$ cat src/rtl/core/bfgr_pkg.sv
package bfgr_pkg;

    // store address wide enough for glyph base plus row offset
    localparam int ADDR_W = 14;

    // request queue between classifier and renderer
    localparam int Q_DEPTH = 4;
    localparam int Q_PTR_W = $clog2(Q_DEPTH);

    // configuration register indexes (byte address / 4)
    localparam logic [2:0] CFG_FIRST_CODE   = 3'd0;
    localparam logic [2:0] CFG_GLYPH_COUNT  = 3'd1;
    localparam logic [2:0] CFG_GLYPH_HEIGHT = 3'd2;
    localparam logic [2:0] CFG_WIDE_FONT    = 3'd3;
    localparam logic [2:0] CFG_CHAR_SPACING = 3'd4;

    // result status codes
    localparam logic [1:0] STATUS_ROW  = 2'd0;
    localparam logic [1:0] STATUS_BAD  = 2'd1;
    localparam logic [1:0] STATUS_SKIP = 2'd2;
    localparam logic [1:0] STATUS_LOAD = 2'd3;

    typedef enum logic [1:0] {
        KIND_LOAD = 2'd0,
        KIND_DRAW = 2'd1,
        KIND_BAD  = 2'd2,
        KIND_SKIP = 2'd3
    } kind_t;

    typedef struct packed {
        logic [7:0] first_code;
        logic [8:0] glyph_count;
        logic [4:0] glyph_height;
        logic       wide_font;
        logic [7:0] char_spacing;
    } cfg_t;

    // one classified request
    typedef struct packed {
        kind_t              kind;
        logic               new_string;
        logic [15:0]        start_x;
        logic [15:0]        start_y;
        logic [31:0]        color;
        logic [ADDR_W-1:0]  addr;
        logic [15:0]        word;
    } entry_t;

endpackage

$ cat src/rtl/core/bfgr_cmd_if.sv
interface bfgr_cmd_if;
    logic               valid;
    logic               ready;
    logic               operation;
    logic [12:0]        font_addr;
    logic [15:0]        font_word;
    logic [7:0]         char_code;
    logic               new_string;
    logic signed [15:0] start_x;
    logic signed [15:0] start_y;
    logic [31:0]        color;

    modport source (
        output valid, operation, font_addr, font_word, char_code,
               new_string, start_x, start_y, color,
        input  ready
    );

    modport sink (
        input  valid, operation, font_addr, font_word, char_code,
               new_string, start_x, start_y, color,
        output ready
    );
endinterface

$ cat src/rtl/core/bfgr_front.sv
module bfgr_front (
    input  logic             clk,
    input  logic             rst_n,
    input  bfgr_pkg::cfg_t   cfg,
    bfgr_cmd_if.sink         cmd,
    output logic             push,
    output bfgr_pkg::entry_t push_data,
    input  logic             full
);
    import bfgr_pkg::*;

    logic       abort_reg, abort_next;
    logic       abort_eff;
    logic       bad_code;
    logic [7:0] code_off;
    logic [5:0] stride;

    assign cmd.ready = !full;
    assign push      = cmd.valid && !full;

    assign code_off  = cmd.char_code - cfg.first_code;
    // below the first code, or at/after first_code + glyph_count
    assign bad_code  = (cmd.char_code < cfg.first_code)
                    || ({1'b0, code_off} >= cfg.glyph_count);
    assign abort_eff = cmd.new_string ? 1'b0 : abort_reg;
    assign stride    = {1'b0, cfg.glyph_height} + 6'd1;

    always_comb
    begin
        push_data            = '0;
        push_data.color      = cmd.color;
        push_data.start_x    = cmd.start_x;
        push_data.start_y    = cmd.start_y;
        abort_next           = abort_reg;
        if (!cmd.operation)
        begin
            push_data.kind = KIND_LOAD;
            push_data.addr = ADDR_W'(cmd.font_addr);
            push_data.word = cmd.font_word;
        end
        else
        begin
            push_data.new_string = cmd.new_string;
            // glyph base: offset times (height + 1) fits 14 bits
            push_data.addr = ADDR_W'({6'd0, code_off} * {8'd0, stride});
            abort_next     = abort_eff;
            if (abort_eff)
            begin
                push_data.kind = KIND_SKIP;
            end
            else if (bad_code)
            begin
                push_data.kind = KIND_BAD;
                abort_next     = 1'b1;
            end
            else
            begin
                push_data.kind = KIND_DRAW;
            end
        end
    end

    always_ff @(posedge clk or negedge rst_n)
    begin
        if (!rst_n)
        begin
            abort_reg <= 1'b0;
        end
        else if (push)
        begin
            abort_reg <= abort_next;
        end
    end

endmodule

$ cat src/flat_wrapper.sv
// flat-port wrapper written by rule: the top's interface ports become plain ports
module bfgr_front_flat import bfgr_pkg::*;
  (clk, rst_n, cfg, push, push_data, full, cmd_valid, cmd_operation, cmd_font_addr, cmd_font_word, cmd_char_code, cmd_new_string, cmd_start_x, cmd_start_y, cmd_color, cmd_ready);
  bfgr_cmd_if cmd_i ();
  input  logic clk;
  input  logic rst_n;
  input  bfgr_pkg::cfg_t cfg;
  output logic push;
  output bfgr_pkg::entry_t push_data;
  input  logic full;
  input wire logic [$bits(cmd_i.valid)-1:0] cmd_valid;
  input wire logic [$bits(cmd_i.operation)-1:0] cmd_operation;
  input wire logic [$bits(cmd_i.font_addr)-1:0] cmd_font_addr;
  input wire logic [$bits(cmd_i.font_word)-1:0] cmd_font_word;
  input wire logic [$bits(cmd_i.char_code)-1:0] cmd_char_code;
  input wire logic [$bits(cmd_i.new_string)-1:0] cmd_new_string;
  input wire logic [$bits(cmd_i.start_x)-1:0] cmd_start_x;
  input wire logic [$bits(cmd_i.start_y)-1:0] cmd_start_y;
  input wire logic [$bits(cmd_i.color)-1:0] cmd_color;
  output wire logic [$bits(cmd_i.ready)-1:0] cmd_ready;
  assign cmd_i.valid = cmd_valid;
  assign cmd_i.operation = cmd_operation;
  assign cmd_i.font_addr = cmd_font_addr;
  assign cmd_i.font_word = cmd_font_word;
  assign cmd_i.char_code = cmd_char_code;
  assign cmd_i.new_string = cmd_new_string;
  assign cmd_i.start_x = cmd_start_x;
  assign cmd_i.start_y = cmd_start_y;
  assign cmd_i.color = cmd_color;
  assign cmd_ready = cmd_i.ready;
  bfgr_front u_core (.clk(clk), .rst_n(rst_n), .cfg(cfg), .cmd(cmd_i), .push(push), .push_data(push_data), .full(full));
endmodule
$ cat config.mk
export PLATFORM = sky130hd
export DESIGN_NAME = bfgr_front_flat
export DESIGN_NICKNAME = d
export VERILOG_FILES = /design/src/rtl/core/bfgr_pkg.sv /design/src/rtl/core/bfgr_cmd_if.sv /design/src/rtl/core/bfgr_front.sv /design/src/flat_wrapper.sv
export SDC_FILE = /design/constraint.sdc
export NUM_CORES = 1
export LEC_CHECK = 0
export ABC_AREA = 1
export CAP_MARGIN = 40
export CELL_PAD_IN_SITES_DETAIL_PLACEMENT = 1
export CELL_PAD_IN_SITES_GLOBAL_PLACEMENT = 1
export CORE_AREA = 2 2 104 106
export DETAILED_ROUTE_END_ITERATION = 6
export DIE_AREA = 0 0 106 108
export DONT_BUFFER_PORTS = 1
export HOLD_SLACK_MARGIN = 0.06
export PLACE_DENSITY_LB_ADDON = 0.3
export SLEW_MARGIN = 30
export SYNTH_ARGS = -nofsm -noshare
export SYNTH_HDL_FRONTEND = slang
export SYNTH_SLANG_ARGS = --single-unit
$ cat constraint.sdc
create_clock -name clk -period 8.65 [get_ports clk]
set_input_delay 1.2975 -clock clk [delete_from_list [all_inputs] [get_ports clk]]
set_output_delay 1.2975 -clock clk [all_outputs]
set_load 0.1 [all_outputs]
Yosys cells after proc, flatten, opt, wreduce, memory -nomap -nowiden. Cells that the tools add are included.

Flip-flop bits (word level): 1. Logic and storage cells: 19.

$add $sub $neg: 2. Multipliers: 1. Order comparisons: 2. Muxes and demuxes: 9. Reductions and logical operators: 4.

Operators by type and width (count): $mux 16 (1); $mul 8x6->14 (1); $mux 14 (1); $ge 8x9->1 (1); $lt 8x8->1 (1); $sub 8x8->8 (1); $add 5x1->6 const B (1); $mux 2 (3); $mux 1 (4); $reduce_and 2->1 (1); $logic_and 1x1->1 (1); $logic_not 1->1 (1); $logic_or 1x1->1 (1).

Depth between registers and ports, before layout.
Word-level depth: 6. Gate-level depth with buffers: 26. Depth with buffers taken out: 26.

Worst setup path before layout. No wires, ideal clock.

Path kind: input to output. From: input port cmd_char_code[0]. To: output port push_data[25] (netlist bit). Arrival time: 6975 ps. Data required time: 7352 ps. Slack: 378 ps. Stages: 22. Path buffers: 0. Cell sequence: inv_1 -> ha_1 -> inv_1 -> fa_1 -> nand3_1 -> nand2_1 -> nand2_1 -> o21bai_1 -> nand2_1 -> nand2_2 -> nor2_1 -> fa_1 -> fa_1 -> inv_1 -> fa_1 -> inv_1 -> ha_1 -> a21oi_1 -> nand2_1 -> a21oi_1 -> nor2_1 -> o21ai_0.

RTL lines: start, declared (RTL line flat_wrapper.sv:15) `input wire logic [$bits(cmd_i.char_code)-1:0] cmd_char_code;`; end, declared (RTL line flat_wrapper.sv:9) `output bfgr_pkg::entry_t push_data;`.

==> impl_metrics.toml <==
[grt]
antenna_found_initial = 0
grt_pass1_vias = 2769
grt_overflow_total = 0
gr-usage-all-layers_pct = 12.99
grt_pass1_wl_mm = 12.55
grt_start_max_net_pins = 30

[timing]
rsz0062_at_grt = "false"
relSlewSlack_pct = 42.98
setup_slack_ns = 1.486
setup_tns_ns = 0
hold_violations = 0
setup_viol = 0
fin_crit_sh_pct = 82.82
clock.fmax_mhz = 139.6
skew_ns = 0
fin_crit_ns = 7.164
worstMarginPinSlew_ns = 0.8543
final_max_slew_viol_count = 0

[die]
die_w_um = 106
io_pins = 237
core_area_sq_um = 10230
row_count = 37
fp.dieH_um = 108
start_util_pct = 29.89
dieArea_sq_um = 11450

[synthesis]
ys_types = 32
ys_seq_elements = 1
synth_area_sq_um = 3058
ys_warn_count = 0
ys_seq_area_share_pct = 0.8183
synthArstFlopShare_pct = 100.0
synth_nets = 689
synth_ff_type = "dfrtp_1"
syn_area_per_cell_sq_um = 6.305
synth_edf_count = 0
synthCells = 485

[worst_hold_path]
min-delay-start = "u_core.abort_reg$_DFFE_PN0P_"
min_to = "u_core.abort_reg$_DFFE_PN0P_"
hp-class = "reg2reg"
hold_depth = 2

[setup_path]
worst-r2r-cell-count = 4
cp_slowest_stage_delay_ns = 0.56
r2r-start = "u_core.abort_reg$_DFFE_PN0P_"
critPathMostFrequentCell = "inv_1"
slowest_stage = "fa_1"
arrival_ns = 5.87
end_kind = "primary output"
worstSetupPathType = "in2out"
r2r_slack_ns = 7.82
cp_max_fo = 5
cp.required_ns = 7.35
cp-start-kind = "input port"
critical_path.reg2reg.endpoint = "u_core.abort_reg$_DFFE_PN0P_"
cp_cell_sequence = "inv_1 -> ha_1 -> inv_1 -> fa_1 -> xor2_1 -> inv_1 -> nor2_1 -> fa_1 -> fa_1 -> inv_1 -> fa_1 -> inv_1 -> ha_1 -> a21oi_1 -> nor2_1 -> o21ai_0 -> nand3_1 -> nand2_1 -> inv_1 -> nor2_2 -> buf_4"

[finish]
insertedDiodeCount = 0
largest_reg_flops = 1
syn_to_final_growth_pct = 0.5320
drive_gt1_share_pct = 11.40
nets = 636

[place]
portBuffers = 0
place.gp.congestion = 0.7859
preCtsSetupSlack_ns = 1.455
hpwl_mm = 6.584

[power_and_ir_drop]
power_leakage_nw = 1.811
ir_drop_mv = 0.1814
powerDensity_nw_per_um2 = 297.3
power.total_mw = 0.9141

[detailed_routing]
wl_mm = 7.313
wl_per_cell_um = 12.92
dr_total_vias = 2567
firstDrtPassIters = 4
drc = 0
antenna_left = 0
drt_iter0_drc = 62
via_per_inst = 4.535

[cts]
holdBufCountCts = 0
postCtsResizedCells = 0
worstSkewPairLatency_ns = 0
clk_pin_slew_ns = 0
postCtsSetupBuffers = 0

[outcome]
outcome = "complete, no violations"

[run]
maxCapViolations = 0
==> placed cells by master (no fill, tap or decap), types with 2 or more instances in the layout <==
cell type / n
inv_1: 115
nand2_1: 90
nor2_1: 49
ha_1: 40
fa_1: 26
nand3_1: 21
nor2_4: 17
a21oi_1: 15
buf_8: 9
o21ai_0: 5
buf_4: 5
nand2_2: 3
o21bai_1: 3
xor2_1: 3
xnor2_1: 3
nand4_1: 3
o21ai_2: 3
nor2_2: 2
a21oi_2: 2
a21o_1: 2
xor2_2: 2
o21ai_4: 2
==> synthesized netlist by cell type (2+ instances only) <==
cell      number  area [sq um]
xor2_2         2         32.53
buf_1          2         7.510
buf_4         64         480.5
nand3_1       21         105.1
inv_1        115         431.7
nand2_1       90         337.8
ha_1          40         500.5
o21ai_0       10         50.05
nor2_1        67         251.5
a21o_1         2         15.01
o21bai_1       3         22.52
fa_1          26         520.5
xor2_1         3         26.28
nand4_1        3         18.77
nand2_2        3         18.77
xnor2_1        3         26.28
a21oi_1       16         80.08
==> layer usage <==
layer,share of wire (%),up-vias,GRT usage (%)
met5,0,-,0
li1,-,1265,-
met4,1.0,0,1.128
met1,41,1206,15.85
met3,5.1,16,0.8439
met2,53,80,25.85
==> cells by family (layout without fill, tap and decap cells) <==
family	Yosys count	count (layout)	share of synthesized area [%]
AO/OA/AOI/OAI	35	35	6.752
XOR/XNOR	9	9	3.315
adder cells (fa/ha/maj)	66	66	33.39
buffers and inverters	186	131	30.97
flip-flops	1	1	0.8182
AND/OR/NAND/NOR	188	188	24.75
==> power by group <==
group | switching [mW] | internal, mW
registers | 0.000476 | 0.00581
clock network | 0 | 0
logic | 0.647 | 0.261
==> stage by stage <==
stage / instances / util [%] / instance area [sq um] / hold WS (ns)
finish: 566 / 30.05 / 3074 / 0.4747
global route: 566 / 30.05 / 3074 / 0.5072
CTS: 565 / 29.90 / 3059 / 0.4801
detailed placement: 565 / 29.90 / 3059 / 0.4777
global placement: 557 / 27.75 / 2839 / 0.4690
floorplan: 485 / - / 3058 / 0.4492
==> worst max-delay path, delay by kind of cell <==
family                     cells  cell delay, ns
adders and majority gates      6            2.47
buffers and inverters          7            0.71
and+or+nand+nor                5            0.56
AOI/OAI and AO/OA              2            0.49
xor gates and xnor gates       1            0.31
==> worst max-delay path by stage <==
| stage | start | to | slack (ns) | cells past startpoint |
|---|---|---|---|---|
| finish | cmd_char_code[0] | push_data[29] | 1.49 | 21 |
| global route | cmd_char_code[0] | push_data[29] | 1.13 | 21 |
| CTS | cmd_char_code[0] | push_data[29] | 1.44 | 21 |
| detailed placement | cmd_char_code[0] | push_data[29] | 1.45 | 21 |
| global placement | cmd_char_code[0] | push_data[27] | 1.39 | 20 |
| floorplan | cmd_char_code[0] | push_data[25] | 0.38 | 22 |
==> cell type report <==
| class | count | area, sq um |
|---|---|---|
| fillers | 1277 | 7157 |
| multi-input cells | 298 | 2267 |
| inverters | 117 | 439.2 |
| repair buffers | 14 | 172.7 |
| well taps | 136 | 170.2 |
| flip-flops and latches | 1 | 25.02 |
Power figures use the tool's default switching activity.
