===== src/rtl/core/bfgr_pkg.sv =====
package bfgr_pkg;

    // store address wide enough for glyph base plus row offset
    localparam int ADDR_W = 14;

    // request queue between classifier and renderer
    localparam int Q_DEPTH = 4;
    localparam int Q_PTR_W = $clog2(Q_DEPTH);

    // configuration register indexes (byte address / 4)
    localparam logic [2:0] CFG_FIRST_CODE   = 3'd0;
    localparam logic [2:0] CFG_GLYPH_COUNT  = 3'd1;
    localparam logic [2:0] CFG_GLYPH_HEIGHT = 3'd2;
    localparam logic [2:0] CFG_WIDE_FONT    = 3'd3;
    localparam logic [2:0] CFG_CHAR_SPACING = 3'd4;

    // result status codes
    localparam logic [1:0] STATUS_ROW  = 2'd0;
    localparam logic [1:0] STATUS_BAD  = 2'd1;
    localparam logic [1:0] STATUS_SKIP = 2'd2;
    localparam logic [1:0] STATUS_LOAD = 2'd3;

    typedef enum logic [1:0] {
        KIND_LOAD = 2'd0,
        KIND_DRAW = 2'd1,
        KIND_BAD  = 2'd2,
        KIND_SKIP = 2'd3
    } kind_t;

    typedef struct packed {
        logic [7:0] first_code;
        logic [8:0] glyph_count;
        logic [4:0] glyph_height;
        logic       wide_font;
        logic [7:0] char_spacing;
    } cfg_t;

    // one classified request
    typedef struct packed {
        kind_t              kind;
        logic               new_string;
        logic [15:0]        start_x;
        logic [15:0]        start_y;
        logic [31:0]        color;
        logic [ADDR_W-1:0]  addr;
        logic [15:0]        word;
    } entry_t;

endpackage


===== src/rtl/core/bfgr_queue.sv =====
module bfgr_queue (
    input  logic            clk,
    input  logic            rst_n,
    input  logic            push,
    input  bfgr_pkg::entry_t push_data,
    output logic            full,
    input  logic            pop,
    output bfgr_pkg::entry_t pop_data,
    output logic            empty
);
    import bfgr_pkg::*;

    entry_t               slot_reg [Q_DEPTH];
    logic [Q_PTR_W-1:0]   wr_ptr_reg, wr_ptr_next;
    logic [Q_PTR_W-1:0]   rd_ptr_reg, rd_ptr_next;
    logic [Q_PTR_W:0]     count_reg, count_next;

    assign full     = (count_reg == (Q_PTR_W + 1)'(Q_DEPTH));
    assign empty    = (count_reg == '0);
    assign pop_data = slot_reg[rd_ptr_reg];

    always_comb
    begin
        wr_ptr_next = wr_ptr_reg;
        rd_ptr_next = rd_ptr_reg;
        count_next  = count_reg;
        if (push)
        begin
            wr_ptr_next = (wr_ptr_reg == Q_PTR_W'(Q_DEPTH - 1)) ? '0 : wr_ptr_reg + 1'b1;
        end
        if (pop)
        begin
            rd_ptr_next = (rd_ptr_reg == Q_PTR_W'(Q_DEPTH - 1)) ? '0 : rd_ptr_reg + 1'b1;
        end
        if (push && !pop)
        begin
            count_next = count_reg + 1'b1;
        end
        else if (pop && !push)
        begin
            count_next = count_reg - 1'b1;
        end
    end

    always_ff @(posedge clk or negedge rst_n)
    begin
        if (!rst_n)
        begin
            wr_ptr_reg <= '0;
            rd_ptr_reg <= '0;
            count_reg  <= '0;
        end
        else
        begin
            wr_ptr_reg <= wr_ptr_next;
            rd_ptr_reg <= rd_ptr_next;
            count_reg  <= count_next;
        end
    end

    always_ff @(posedge clk)
    begin
        if (push)
        begin
            slot_reg[wr_ptr_reg] <= push_data;
        end
    end

endmodule


===== config.mk =====
export PLATFORM = sky130hd
export DESIGN_NAME = bfgr_queue
export DESIGN_NICKNAME = d
export VERILOG_FILES = /design/src/rtl/core/bfgr_pkg.sv /design/src/rtl/core/bfgr_queue.sv
export SDC_FILE = /design/constraint.sdc
export NUM_CORES = 1
export LEC_CHECK = 0
export ABC_AREA = 0
export BUFFER_PORTS_ARGS = -buffer_cell sky130_fd_sc_hd__buf_2
export CORE_MARGIN = 8
export CORE_UTILIZATION = 50
export DETAILED_ROUTE_END_ITERATION = 7
export PLACE_DENSITY = 0.75
export SETUP_SLACK_MARGIN = 0.3
export SLEW_MARGIN = 0
export SYNTH_ARGS = -nofsm -noshare
export SYNTH_HDL_FRONTEND = slang
export SYNTH_SLANG_ARGS = --single-unit

===== constraint.sdc =====
create_clock -name clk -period 9.2 [get_ports clk]
set_clock_uncertainty 0.05 [all_clocks]
set_input_delay 2.3 -clock clk [delete_from_list [all_inputs] [get_ports clk]]
set_output_delay 2.3 -clock clk [all_outputs]
set_load 0.02 [all_outputs]

### Word-level counts from Yosys, hierarchy flattened

Memories as Yosys holds them, arrays and structs flattened.
Cells that the tools add are included.

* input bits: 101
* bits in writable memories: 388
* output and inout bits: 99
* memories: 1
* word-level logic and storage cells: 23
* register bits: 7

* muxes and demuxes: 6
* add/sub/neg operators: 4
* equality and inequality tests: 3
* reduce and logical (&&, ||, !) cells: 6

Memories
* slot_reg: words 4, bits a word 97, rd ports 1, clocked after memory_dff 0, write ports 1, RTL line bfgr_queue.sv:13 `entry_t slot_reg [Q_DEPTH];`

Operators with widths (number)
* $mux W3: 2
* $add A2 B1 Y2 const B: 2
* $eq A2 B2 Y1 const B: 2
* $mux W2: 2
* $add A3 B1 Y3 const B: 1
* $eq A3 B3 Y1 const B: 1
* $logic_not A3 Y1: 1
* $sub A3 B1 Y3 const B: 1
* $logic_and A1 B1 Y1: 2
* $logic_not A1 Y1: 2
* $mux W1: 2
* $reduce_bool A2 Y1: 1

### Longest topological paths before layout

Gate-level depths: netlist (run 1).

* word-level depth: 4
* gate-level depth with buffers: 7
* gate-level depth less buffers: 7

### Worst setup path after synthesis (run 1)

OpenSTA, ideal clock, no wires.

* path type: input port to flip-flop
* start: input push
* end: memory slot_reg[2][0] (netlist name), enable pin
* path buffers: 0
* cell stages on the path: 1
* arrival: 4542 ps
* path slack: 4142 ps
* data required time: 8684 ps
* path through: and2_1

* word-level cells in the longest chain between the ends: 2

Ends and longest elaborated chain
* from (decl): RTL line bfgr_queue.sv:4 `input logic push,`
* $mux W1: RTL line bfgr_queue.sv:63 `if (push)`
* $mux W1 (implied by the code): RTL line bfgr_queue.sv:65 `slot_reg[wr_ptr_reg] <= push_data;`
* to (decl): RTL line bfgr_queue.sv:13

Every way passes these cells.

==> results of run 1 <==
## report_power, final
part | leakage [nW] | internal, mW | total, mW | switching [mW]
Sequential | 3.64 | 2.31 | 2.41 | 0.101
Combinational | 1.56 | 0.668 | 1.66 | 0.995
Clock | 0.637 | 0.990 | 1.60 | 0.611
## layout by cell type, fill, tap and decap left out
master and n:
edfxtp_1 388, buf_2 199, mux4_2 97, clkbuf_16 41, clkbuf_1 9, buf_4 7
ha_1 6, bufinv_16 6, clkinv_1 6, dfrtp_1 5, inv_1 4, and2_4 4
clkinv_2 4, mux2_2 3, nor2_1 3, nand2_1 2, o21ai_0 2, xor2_1 2
clkinvlp_4 2, dfrtp_4 2, nor3_1 1, nor3b_1 1, xnor2_1 1, fa_1 1
clkinv_4 1, clkbuf_8 1
## routing by layer
metal  vias to the layer above  GRT usage (%)
met2                       211           27.3
met4                         6           4.22
met1                      3404           19.7
met5                         -              0
li1                       2802              -
met3                        40           4.26
## worst max-delay path: cells and delay by family (launching register included)
family	cells	cell delay, ns
muxes	1	0.47
DFF	1	0.61
buffers and inverters	2	1.18
## cells by family (layout without fill, tap and decap cells)
| family | Yosys count | in the layout | synth area share [%] |
|---|---|---|---|
| muxes | 100 | 100 | 15.4 |
| AOI/OAI and AO/OA | 2 | 2 | 0.0695 |
| and+or+nand+nor | 11 | 11 | 0.391 |
| DFF | 395 | 395 | 82.1 |
| xor gates and xnor gates | 3 | 3 | 0.183 |
| buffers and inverters | 26 | 280 | 1.16 |
| adders and majority gates | 7 | 7 | 0.660 |
## worst max path at each step
stage                       start              to  slack (ns)  cells after the start
floorplan                    push  slot_reg[2][0]        4.14                      1
global placement    rd_ptr_reg[1]    pop_data[91]        4.55                      3
detailed placement  rd_ptr_reg[1]    pop_data[91]        4.53                      3
CTS                 rd_ptr_reg[1]    pop_data[91]        3.99                      3
global route        rd_ptr_reg[1]    pop_data[91]        3.93                      3
finish              rd_ptr_reg[1]    pop_data[91]        4.04                      3
## area by class of cell
| class | instances | area share (%) |
|---|---|---|
| sequential | 395 | 69.1 |
| multi-input combinational | 123 | 14.1 |
| clock buffer | 51 | 6.27 |
| timing repair buffer | 206 | 6.13 |
| tap | 384 | 2.81 |
| clock inverter | 19 | 1.44 |
| inverter | 4 | 0.0877 |
## stage by stage
| step | power [mW] | hold WS [ns] |
|---|---|---|
| floorplan | 3.64 | 0.406 |
| global placement | 4.12 | 0.420 |
| detailed placement | 4.15 | 0.433 |
| CTS | 5.77 | 0.447 |
| global route | 5.92 | 0.476 |
| finish | 5.68 | 0.453 |
==> key figures, run 1 <==
Outcome
  • Status: complete, no violations

Synth
  • Cell with the most instances after synthesis: edfxtp_1
  • Commonest cells in the netlist: edfxtp_1, mux4_2, buf_4, dfrtp_1
  • Asr flop ratio synth: 1.77%
  • Post-synth net total: 652
  • Yosys warning count: 0
  • Gate Count Post-Synth: 544
  • Largest cells by area after synthesis: edfxtp_1, mux4_2, dfrtp_1
  • Synthesized cell area: 14400 µm²
  • Leading area contributor after synthesis: edfxtp_1
  • Register area share after synthesis: 82.1%
  • Distinct cells, synth: 21
  • Most used DFF post-synth: edfxtp_1
  • Post-synth EDFFs: 388
  • Average cell area after synthesis: 26.5 µm²
  • Yosys top cell area share: 80.9%
  • Number of synthesized register bits: 395

Route
  • DRT antenna net count: 0
  • Metal-1 WL: 10800 µm
  • Top Layer Used: met5
  • Via/cell ratio: 5.47
  • Violation count after the first detailed-route iteration: 353
  • Wire per inst: 23.1 µm
  • Drt pass-1 iters: 4
  • Vias: 6463
  • DR DRC count: 0
  • Met3 WL: 2010 µm
  • Met2 wire len: 13900 µm
  • Routed WL: 27300 µm

Hold path
  • Worst Hold Launch: count_reg[2]
  • Worst hold-check path type: reg2reg
  • Hold Crit Depth: 1
  • Hold EP: count_reg[2]

STA
  • Slew Limit Fails: 0
  • Final Setup Violations: 0
  • Period utilisation layout: 56.1%
  • Slew HR: 18.4%
  • Fin worst setup slack: 4.04 ns
  • Tmin final: 5.16 ns
  • Setup TNS: 0 ns
  • Worst Tran Pin Value: 1.22 ns
  • Final hold violations: 0
  • Fmax: 194 MHz
  • RSZ-0062 raised after global routing: no

Placement
  • Port Buffers: 199
  • Placement Setup Slack: 4.53 ns
  • Placed insts: 1112
  • GPL Wtd Cong: 0.710
  • Post-DP HPWL: 17200 µm
  • Placed cell areas: 15800 µm²

Floorplan
  • Ports: 200
  • Initial Util: 50.4%
  • Die Height: 186 µm
  • CORE AREA: 28500 µm²
  • Num rows: 62
  • DIE WIDTH: 186 µm
  • Die area: 34500 µm²

GRT
  • Largest net degree at the start of global routing: 81
  • GRT Residual Overflow: 0
  • Initial antenna violation count: 3
  • First-pass GRT wire length: 41200 µm
  • Total Routing Usage GR: 15.9%
  • Vias in the first global route: 7198

Clock network
  • Post-CTS Setup Bufs: 0
  • PostCTS Resize Cnt: 0
  • H-tree depth: 2
  • Register clock-pin slew on the reported worst setup and hold paths: 0.06 ns
  • Num Clock Sinks: 395
  • Root Buffer: clkbuf_16
  • CTS Buf Count: 39
  • Clock Path Buffers: 3
  • Hold buffer count at CTS: 0
  • TritonCTS clock tree: yes
  • Worst skew pair latency: 0.51 ns

Cells and area
  • Fin util: 59.9%
  • Area growth, synth to finish: 18.9%
  • Fillcell total: 2018
  • Layout cells sized above 1: 46.0%
  • Non-Filler Instances: 1182
  • Nets: 877
  • Final Cell Area: 17100 µm²
  • Reg area: 11800 µm²
  • Number of flip-flops under the largest register name: 388
  • Diode count: 0
  • Multi-input gate area: 2420 µm²

Power and ir drop
  • Peak VDD IR: 0.000202 V
  • Leak: 5.84 nW
  • PwrDens: 332 nW/µm²

Job
  • Max-cap violations: 0

Critical path
  • R2R depth: 4
  • CP Launch Type: register
  • Worst r2r dst: slot_reg[1][22]
  • Crit path largest cell delay: 0.99 ns
  • R2R setup slack: 6.67 ns
  • R2R Path Start: wr_ptr_reg[1]
  • Critical setup path kind: reg2out
  • Slowest cell on the critical path: buf_4
  • Critical Path RT: 6.85 ns
  • Crit-path max FO: 80
  • Setup crit end kind: output port
  • Worst path cell trace: buf_4, mux4_2, buf_2
  • CP Data Arrival Time: 2.81 ns
Note: power is estimated with default switching activity, not from simulation.
==> inputs of run 2 (changes only) <==
Settings changed: PLACE_DENSITY 0.75 to 0.78.
Clock period 9.2 ns to 4.7 ns, I/O delays scaled along.
==> key figures, run 2 (synthesis results as in run 1) <==
Outcome
  • Status: complete, no violations (unchanged)

Floorplan
  • Num rows: 62 (unchanged)
  • CORE AREA: 28500 µm² (unchanged)
  • Die area: 34500 µm² (unchanged)
  • Initial Util: 50.4% (unchanged)
  • Ports: 200 (unchanged)
  • Die Height: 186 µm (unchanged)
  • DIE WIDTH: 186 µm (unchanged)

Critical path
  • Critical Path RT: 3.47 ns (was 6.85 ns)
  • R2R setup slack: 2.59 ns (was 6.67 ns)
  • Critical setup path kind: reg2out (unchanged)
  • CP Launch Type: register (unchanged)
  • Worst r2r dst: slot_reg[0][46] (was slot_reg[1][22])
  • Setup crit end kind: output port (unchanged)
  • R2R Path Start: wr_ptr_reg[0] (was wr_ptr_reg[1])
  • Crit-path max FO: 46 (was 80)
  • CP Data Arrival Time: 2.48 ns (was 2.81 ns)
  • R2R depth: 4 (unchanged)

Cells and area
  • Number of flip-flops under the largest register name: 388 (unchanged)
  • Fillcell total: 2030 (was 2018)
  • Non-Filler Instances: 1185 (was 1182)
  • Final Cell Area: 17100 µm² (about the same)
  • Most common cell after layout, fill and taps aside: edfxtp_1 (unchanged)
  • Reg area: 11800 µm² (unchanged)
  • Area growth, synth to finish: 18.9% (about the same)
  • Nets: 878 (was 877)
  • Multi-input gate area: 2420 µm² (unchanged)
  • Most frequent cells in the layout: edfxtp_1, buf_2, mux4_2 (unchanged)
  • Layout cells sized above 1: 45.4% (was 46.0%)

Clock network
  • CTS Buf Count: 40 (was 39)
  • Post-CTS Setup Bufs: 0 (unchanged)
  • Clock Path Buffers: 3 (unchanged)
  • Register clock-pin slew on the reported worst setup and hold paths: 0.06 ns (about the same)
  • H-tree depth: 2 (unchanged)
  • Worst skew pair latency: 0.51 ns (about the same)
  • PostCTS Resize Cnt: 0 (unchanged)
  • Root Buffer: clkbuf_16 (unchanged)
  • Num Clock Sinks: 395 (unchanged)
  • Hold buffer count at CTS: 0 (unchanged)
  • TritonCTS clock tree: yes (unchanged)

GRT
  • Total Routing Usage GR: 15.7% (was 15.9%)
  • GRT Residual Overflow: 0 (unchanged)
  • Largest net degree at the start of global routing: 60 (was 81)
  • Initial antenna violation count: 8 (was 3)
  • First-pass GRT wire length: 40700 µm (was 41200 µm)
  • Vias in the first global route: 6965 (was 7198)

Route
  • Wire per inst: 22.9 µm (was 23.1 µm)
  • DRT antenna net count: 0 (unchanged)
  • Vias: 6400 (was 6463)
  • Routed WL: 27200 µm (was 27300 µm)
  • Violation count after the first detailed-route iteration: 383 (was 353)
  • DR DRC count: 0 (unchanged)
  • Drt pass-1 iters: 4 (unchanged)
  • Via/cell ratio: 5.40 (was 5.47)

Placement
  • Placed cell areas: 15900 µm² (was 15800 µm²)
  • Post-DP HPWL: 16500 µm (was 17200 µm)
  • Placed insts: 1112 (unchanged)
  • GPL Wtd Cong: 0.687 (was 0.710)
  • Placement Setup Slack: 1.46 ns (was 4.53 ns)
  • Port Buffers: 199 (unchanged)

Job
  • Max-cap violations: 0 (unchanged)

Power and ir drop
  • Peak VDD IR: 0.000334 V (was 0.000202 V)
  • PwrDens: 641 nW/µm² (was 332 nW/µm²)
  • Leak: 5.82 nW (was 5.84 nW)

STA
  • Period utilisation layout: 78.8%
  • Slew HR: 47.5% (was 18.4%)
  • Fin worst setup slack: 0.997 ns (was 4.04 ns)
  • Final Setup Violations: 0 (unchanged)
  • RSZ-0062 raised after global routing: no (unchanged)
  • Worst Tran Pin Value: 0.787 ns (was 1.22 ns)
  • Fmax: 270 MHz
  • Slew Limit Fails: 0 (unchanged)
  • Final hold violations: 0 (unchanged)
  • Tmin final: 3.70 ns
  • Setup TNS: 0 ns (unchanged)

Hold path
  • Worst hold-check path type: in2async (was reg2reg)
## run 2: cell types whose count changed in the layout (fill, tap and decap cells not counted)
cell and delta:
clkbuf_1 +1, clkinvlp_4 -1, diode_2 +3, inv_6 +1, clkinv_2 -1, clkbuf_8 -1
buf_4 -7, bufinv_16 -3, clkinv_1 +4, buf_12 +7
## run 2: power by group
| part | switching [mW] | total (mW) | internal (mW) |
|---|---|---|---|
| registers | 0.271 | 4.79 | 4.52 |
| clock network | 1.21 | 2.97 | 1.76 |
| logic | 1.87 | 3.22 | 1.35 |
| total | 3.35 | 11.0 | 7.63 |
## run 2: cell type report
cell class,count,area share [%]
sequential,395,69.1
multi-input combinational,123,14.1
timing repair buffer,206,6.64
clock buffer,51,6.21
tap,384,2.81
clock inverter,19,0.979
inverter,4,0.0877
antenna,3,0.0438
## run 2: routing by layer
metal  global-route usage, %  wire (µm)  up-vias
met2                    26.3      13800      195
met3                    5.43       2280       52
met4                    4.22        482       12
met5                       0         71        -
met1                    19.4      10600     3327
li1                        -          -     2814
## run 2: worst max path at each step
stage | startpoint | endpoint | slack [ns] | cells past startpoint
after detailed placement | rd_ptr_reg[0] | pop_data[26] | 1.46 | 3
after CTS | rd_ptr_reg[0] | pop_data[26] | 0.91 | 3
after floorplan | push | slot_reg[2][0] | 0.77 | 1
after global placement | rd_ptr_reg[0] | pop_data[28] | 1.47 | 3
after global routing | rd_ptr_reg[0] | pop_data[28] | 0.81 | 3
final | rd_ptr_reg[0] | pop_data[40] | 1.0 | 3
## run 2: critical path: stages, from the launching register on
cell     delay [ns]
dfrtp_4        0.76
buf_12         0.39
mux4_2         0.58
buf_2          0.18
## run 2: stage by stage
stage	power, mW	hold WS [ns]	util [%]
final	11.0	0.439	60.0
after global routing	11.5	0.416	60.0
after CTS	11.2	0.417	59.9
after detailed placement	8.18	0.462	55.6
after global placement	8.09	0.419	55.6
after floorplan	7.12	0.406	-
==> inputs of run 3 (changes only) <==
Clock period 4.7 ns to 3.2 ns, I/O delays scaled along.
==> key figures, run 3 (synthesis results as in run 1) <==
GRT
  • Vias in the first global route: 7012 (was 6965)
  • Largest net degree at the start of global routing: 62 (was 60)
  • First-pass GRT wire length: 41400 µm (was 40700 µm)
  • GRT Residual Overflow: 0 (unchanged)
  • Initial antenna violation count: 3 (was 8)
  • Total Routing Usage GR: 16.0% (was 15.7%)

STA
  • Tmin final: 2.88 ns
  • Fin worst setup slack: 0.317 ns (was 0.997 ns)
  • RSZ-0062 raised after global routing: yes (was no)
  • Final hold violations: 0 (unchanged)
  • Worst Tran Pin Value: 0.599 ns (was 0.787 ns)
  • Slew Limit Fails: 0 (unchanged)
  • Final Setup Violations: 0 (unchanged)
  • Period utilisation layout: 90.1%
  • Fmax: 347 MHz
  • Setup TNS: 0 ns (unchanged)
  • Slew HR: 60.1% (was 47.5%)

Power and ir drop
  • Leak: 5.99 nW (was 5.82 nW)
  • PwrDens: 959 nW/µm² (was 641 nW/µm²)
  • Peak VDD IR: 0.000512 V (was 0.000334 V)

Route
  • Wire per inst: 24.0 µm (was 22.9 µm)
  • DRT antenna net count: 0 (unchanged)
  • DR DRC count: 0 (unchanged)
  • Via/cell ratio: 5.49 (was 5.40)
  • Routed WL: 28800 µm (was 27200 µm)
  • Vias: 6595 (was 6400)
  • Violation count after the first detailed-route iteration: 430 (was 383)
  • Drt pass-1 iters: 4 (unchanged)

Critical path
  • Critical Path RT: 2.35 ns (was 3.47 ns)
  • Critical setup path kind: reg2out (unchanged)
  • Setup crit end kind: output port (unchanged)
  • R2R depth: 3 (was 4)
  • Crit-path max FO: 12 (was 46)
  • Worst r2r dst: slot_reg[3][61] (was slot_reg[0][46])
  • Crit path largest cell delay: 0.53 ns (was 0.76 ns)
  • CP Data Arrival Time: 2.03 ns (was 2.48 ns)
  • R2R setup slack: 1.40 ns (was 2.59 ns)
  • R2R Path Start: wr_ptr_reg[0] (unchanged)
  • CP Launch Type: register (unchanged)
  • Slowest cell on the critical path: mux4_2 (was dfrtp_4)
  • Worst path cell trace: buf_12, clkbuf_16, mux4_2, buf_2 (was buf_12, mux4_2, buf_2)

Cells and area
  • Layout cells sized above 1: 47.2% (was 45.4%)
  • Fin util: 61.2% (was 60.0%)
  • Number of flip-flops under the largest register name: 388 (unchanged)
  • Area growth, synth to finish: 21.4% (was 18.9%)
  • Fillcell total: 1988 (was 2030)
  • Most common cell after layout, fill and taps aside: edfxtp_1 (unchanged)
  • Nets: 894 (was 878)
  • Most frequent cells in the layout: edfxtp_1, buf_2, mux4_2 (unchanged)
  • Non-Filler Instances: 1201 (was 1185)

Clock network
  • Worst skew pair latency: 0.52 ns (was 0.51 ns)
  • Hold buffer count at CTS: 0 (unchanged)
  • Num Clock Sinks: 395 (unchanged)
  • TritonCTS clock tree: yes (unchanged)
  • H-tree depth: 2 (unchanged)
  • Register clock-pin slew on the reported worst setup and hold paths: 0.06 ns (about the same)
  • Clock Path Buffers: 3 (unchanged)
  • Root Buffer: clkbuf_16 (unchanged)
  • CTS Buf Count: 39 (was 40)

Floorplan
  • Die Height: 186 µm (unchanged)
  • Initial Util: 50.4% (unchanged)
  • Ports: 200 (unchanged)
  • CORE AREA: 28500 µm² (unchanged)
  • Die area: 34500 µm² (unchanged)
  • Num rows: 62 (unchanged)
  • DIE WIDTH: 186 µm (unchanged)

Outcome
  • Status: complete, no violations (unchanged)

Placement
  • Placement Setup Slack: 0.743 ns (was 1.46 ns)
  • Placed insts: 1120 (was 1112)
  • GPL Wtd Cong: 0.675 (was 0.687)
  • Port Buffers: 199 (unchanged)
  • Post-DP HPWL: 16900 µm (was 16500 µm)

Hold path
  • Worst hold-check path type: in2async (unchanged)

Job
  • Max-cap violations: 0 (unchanged)
## run 3: cell types whose count changed in the layout (fill, tap and decap cells not counted), moves of 3 or more
cell	change
clkinv_1	-6
buf_4	+5
buf_12	+4
clkbuf_16	+4
clkinvlp_4	+3
## run 3: how the worst max path moves through the flow
stage                     slack [ns]     startpoint        endpoint
after CTS                       0.20  rd_ptr_reg[0]    pop_data[56]
after floorplan                 0.70           push  slot_reg[3][0]
after global placement          0.75  rd_ptr_reg[0]    pop_data[36]
after global routing            0.25  rd_ptr_reg[0]    pop_data[20]
final                           0.32  rd_ptr_reg[0]     pop_data[5]
after detailed placement        0.74  rd_ptr_reg[0]    pop_data[36]
## run 3: critical path: cells and delay by family (launching register included)
kind / cells / cell delay [ns]
muxes: 1 / 0.53
DFF: 1 / 0.43
buffers and inverters: 3 / 0.54
## run 3: layout make-up
type / count / area (µm²) / area share (%)
clock buffers: 52 / 1070 / 6.11
well taps: 384 / 480 / 2.75
clock inverters: 19 / 229 / 1.31
diodes: 1 / 2.50 / 0.0143
repair buffers: 223 / 1440 / 8.21
inverters: 4 / 15.0 / 0.0859
multi-input cells: 123 / 2420 / 13.8
flip-flops and latches: 395 / 11800 / 67.7
## run 3: timing repair
action	4_1_cts	5_1_grt
cloned	0	6
resized for setup	1	5
setup buffers	0	3
endpoints found under the hold margin	0	0
endpoints found under the setup margin	87	90
## run 3: metrics by stage
stage / total power [mW] / hold slack, ns / instance area (µm²)
after floorplan: 10.4 / 0.406 / 14400
after global placement: 12.0 / 0.422 / 16000
after detailed placement: 12.1 / 0.433 / 16000
after CTS: 16.7 / 0.0640 / 17300
after global routing: 17.5 / 0.0698 / 17500
final: 16.8 / 0.0794 / 17500
## run 3: where the power goes
part | switching (mW) | total (mW) | leakage (nW) | internal, mW
Clock | 1.81 | 4.57 | 0.619 | 2.76
Combinational | 3.06 | 5.34 | 1.73 | 2.28
Sequential | 0.216 | 6.85 | 3.64 | 6.63
## run 3: routing by layer
metal	routed length (µm)	part of all wire [%]	GRT usage, %
met1	11800	41	20.3
met2	14400	50	27.0
met3	2020	7.0	4.51
met4	593	2.1	4.29
met5	37	0.13	0
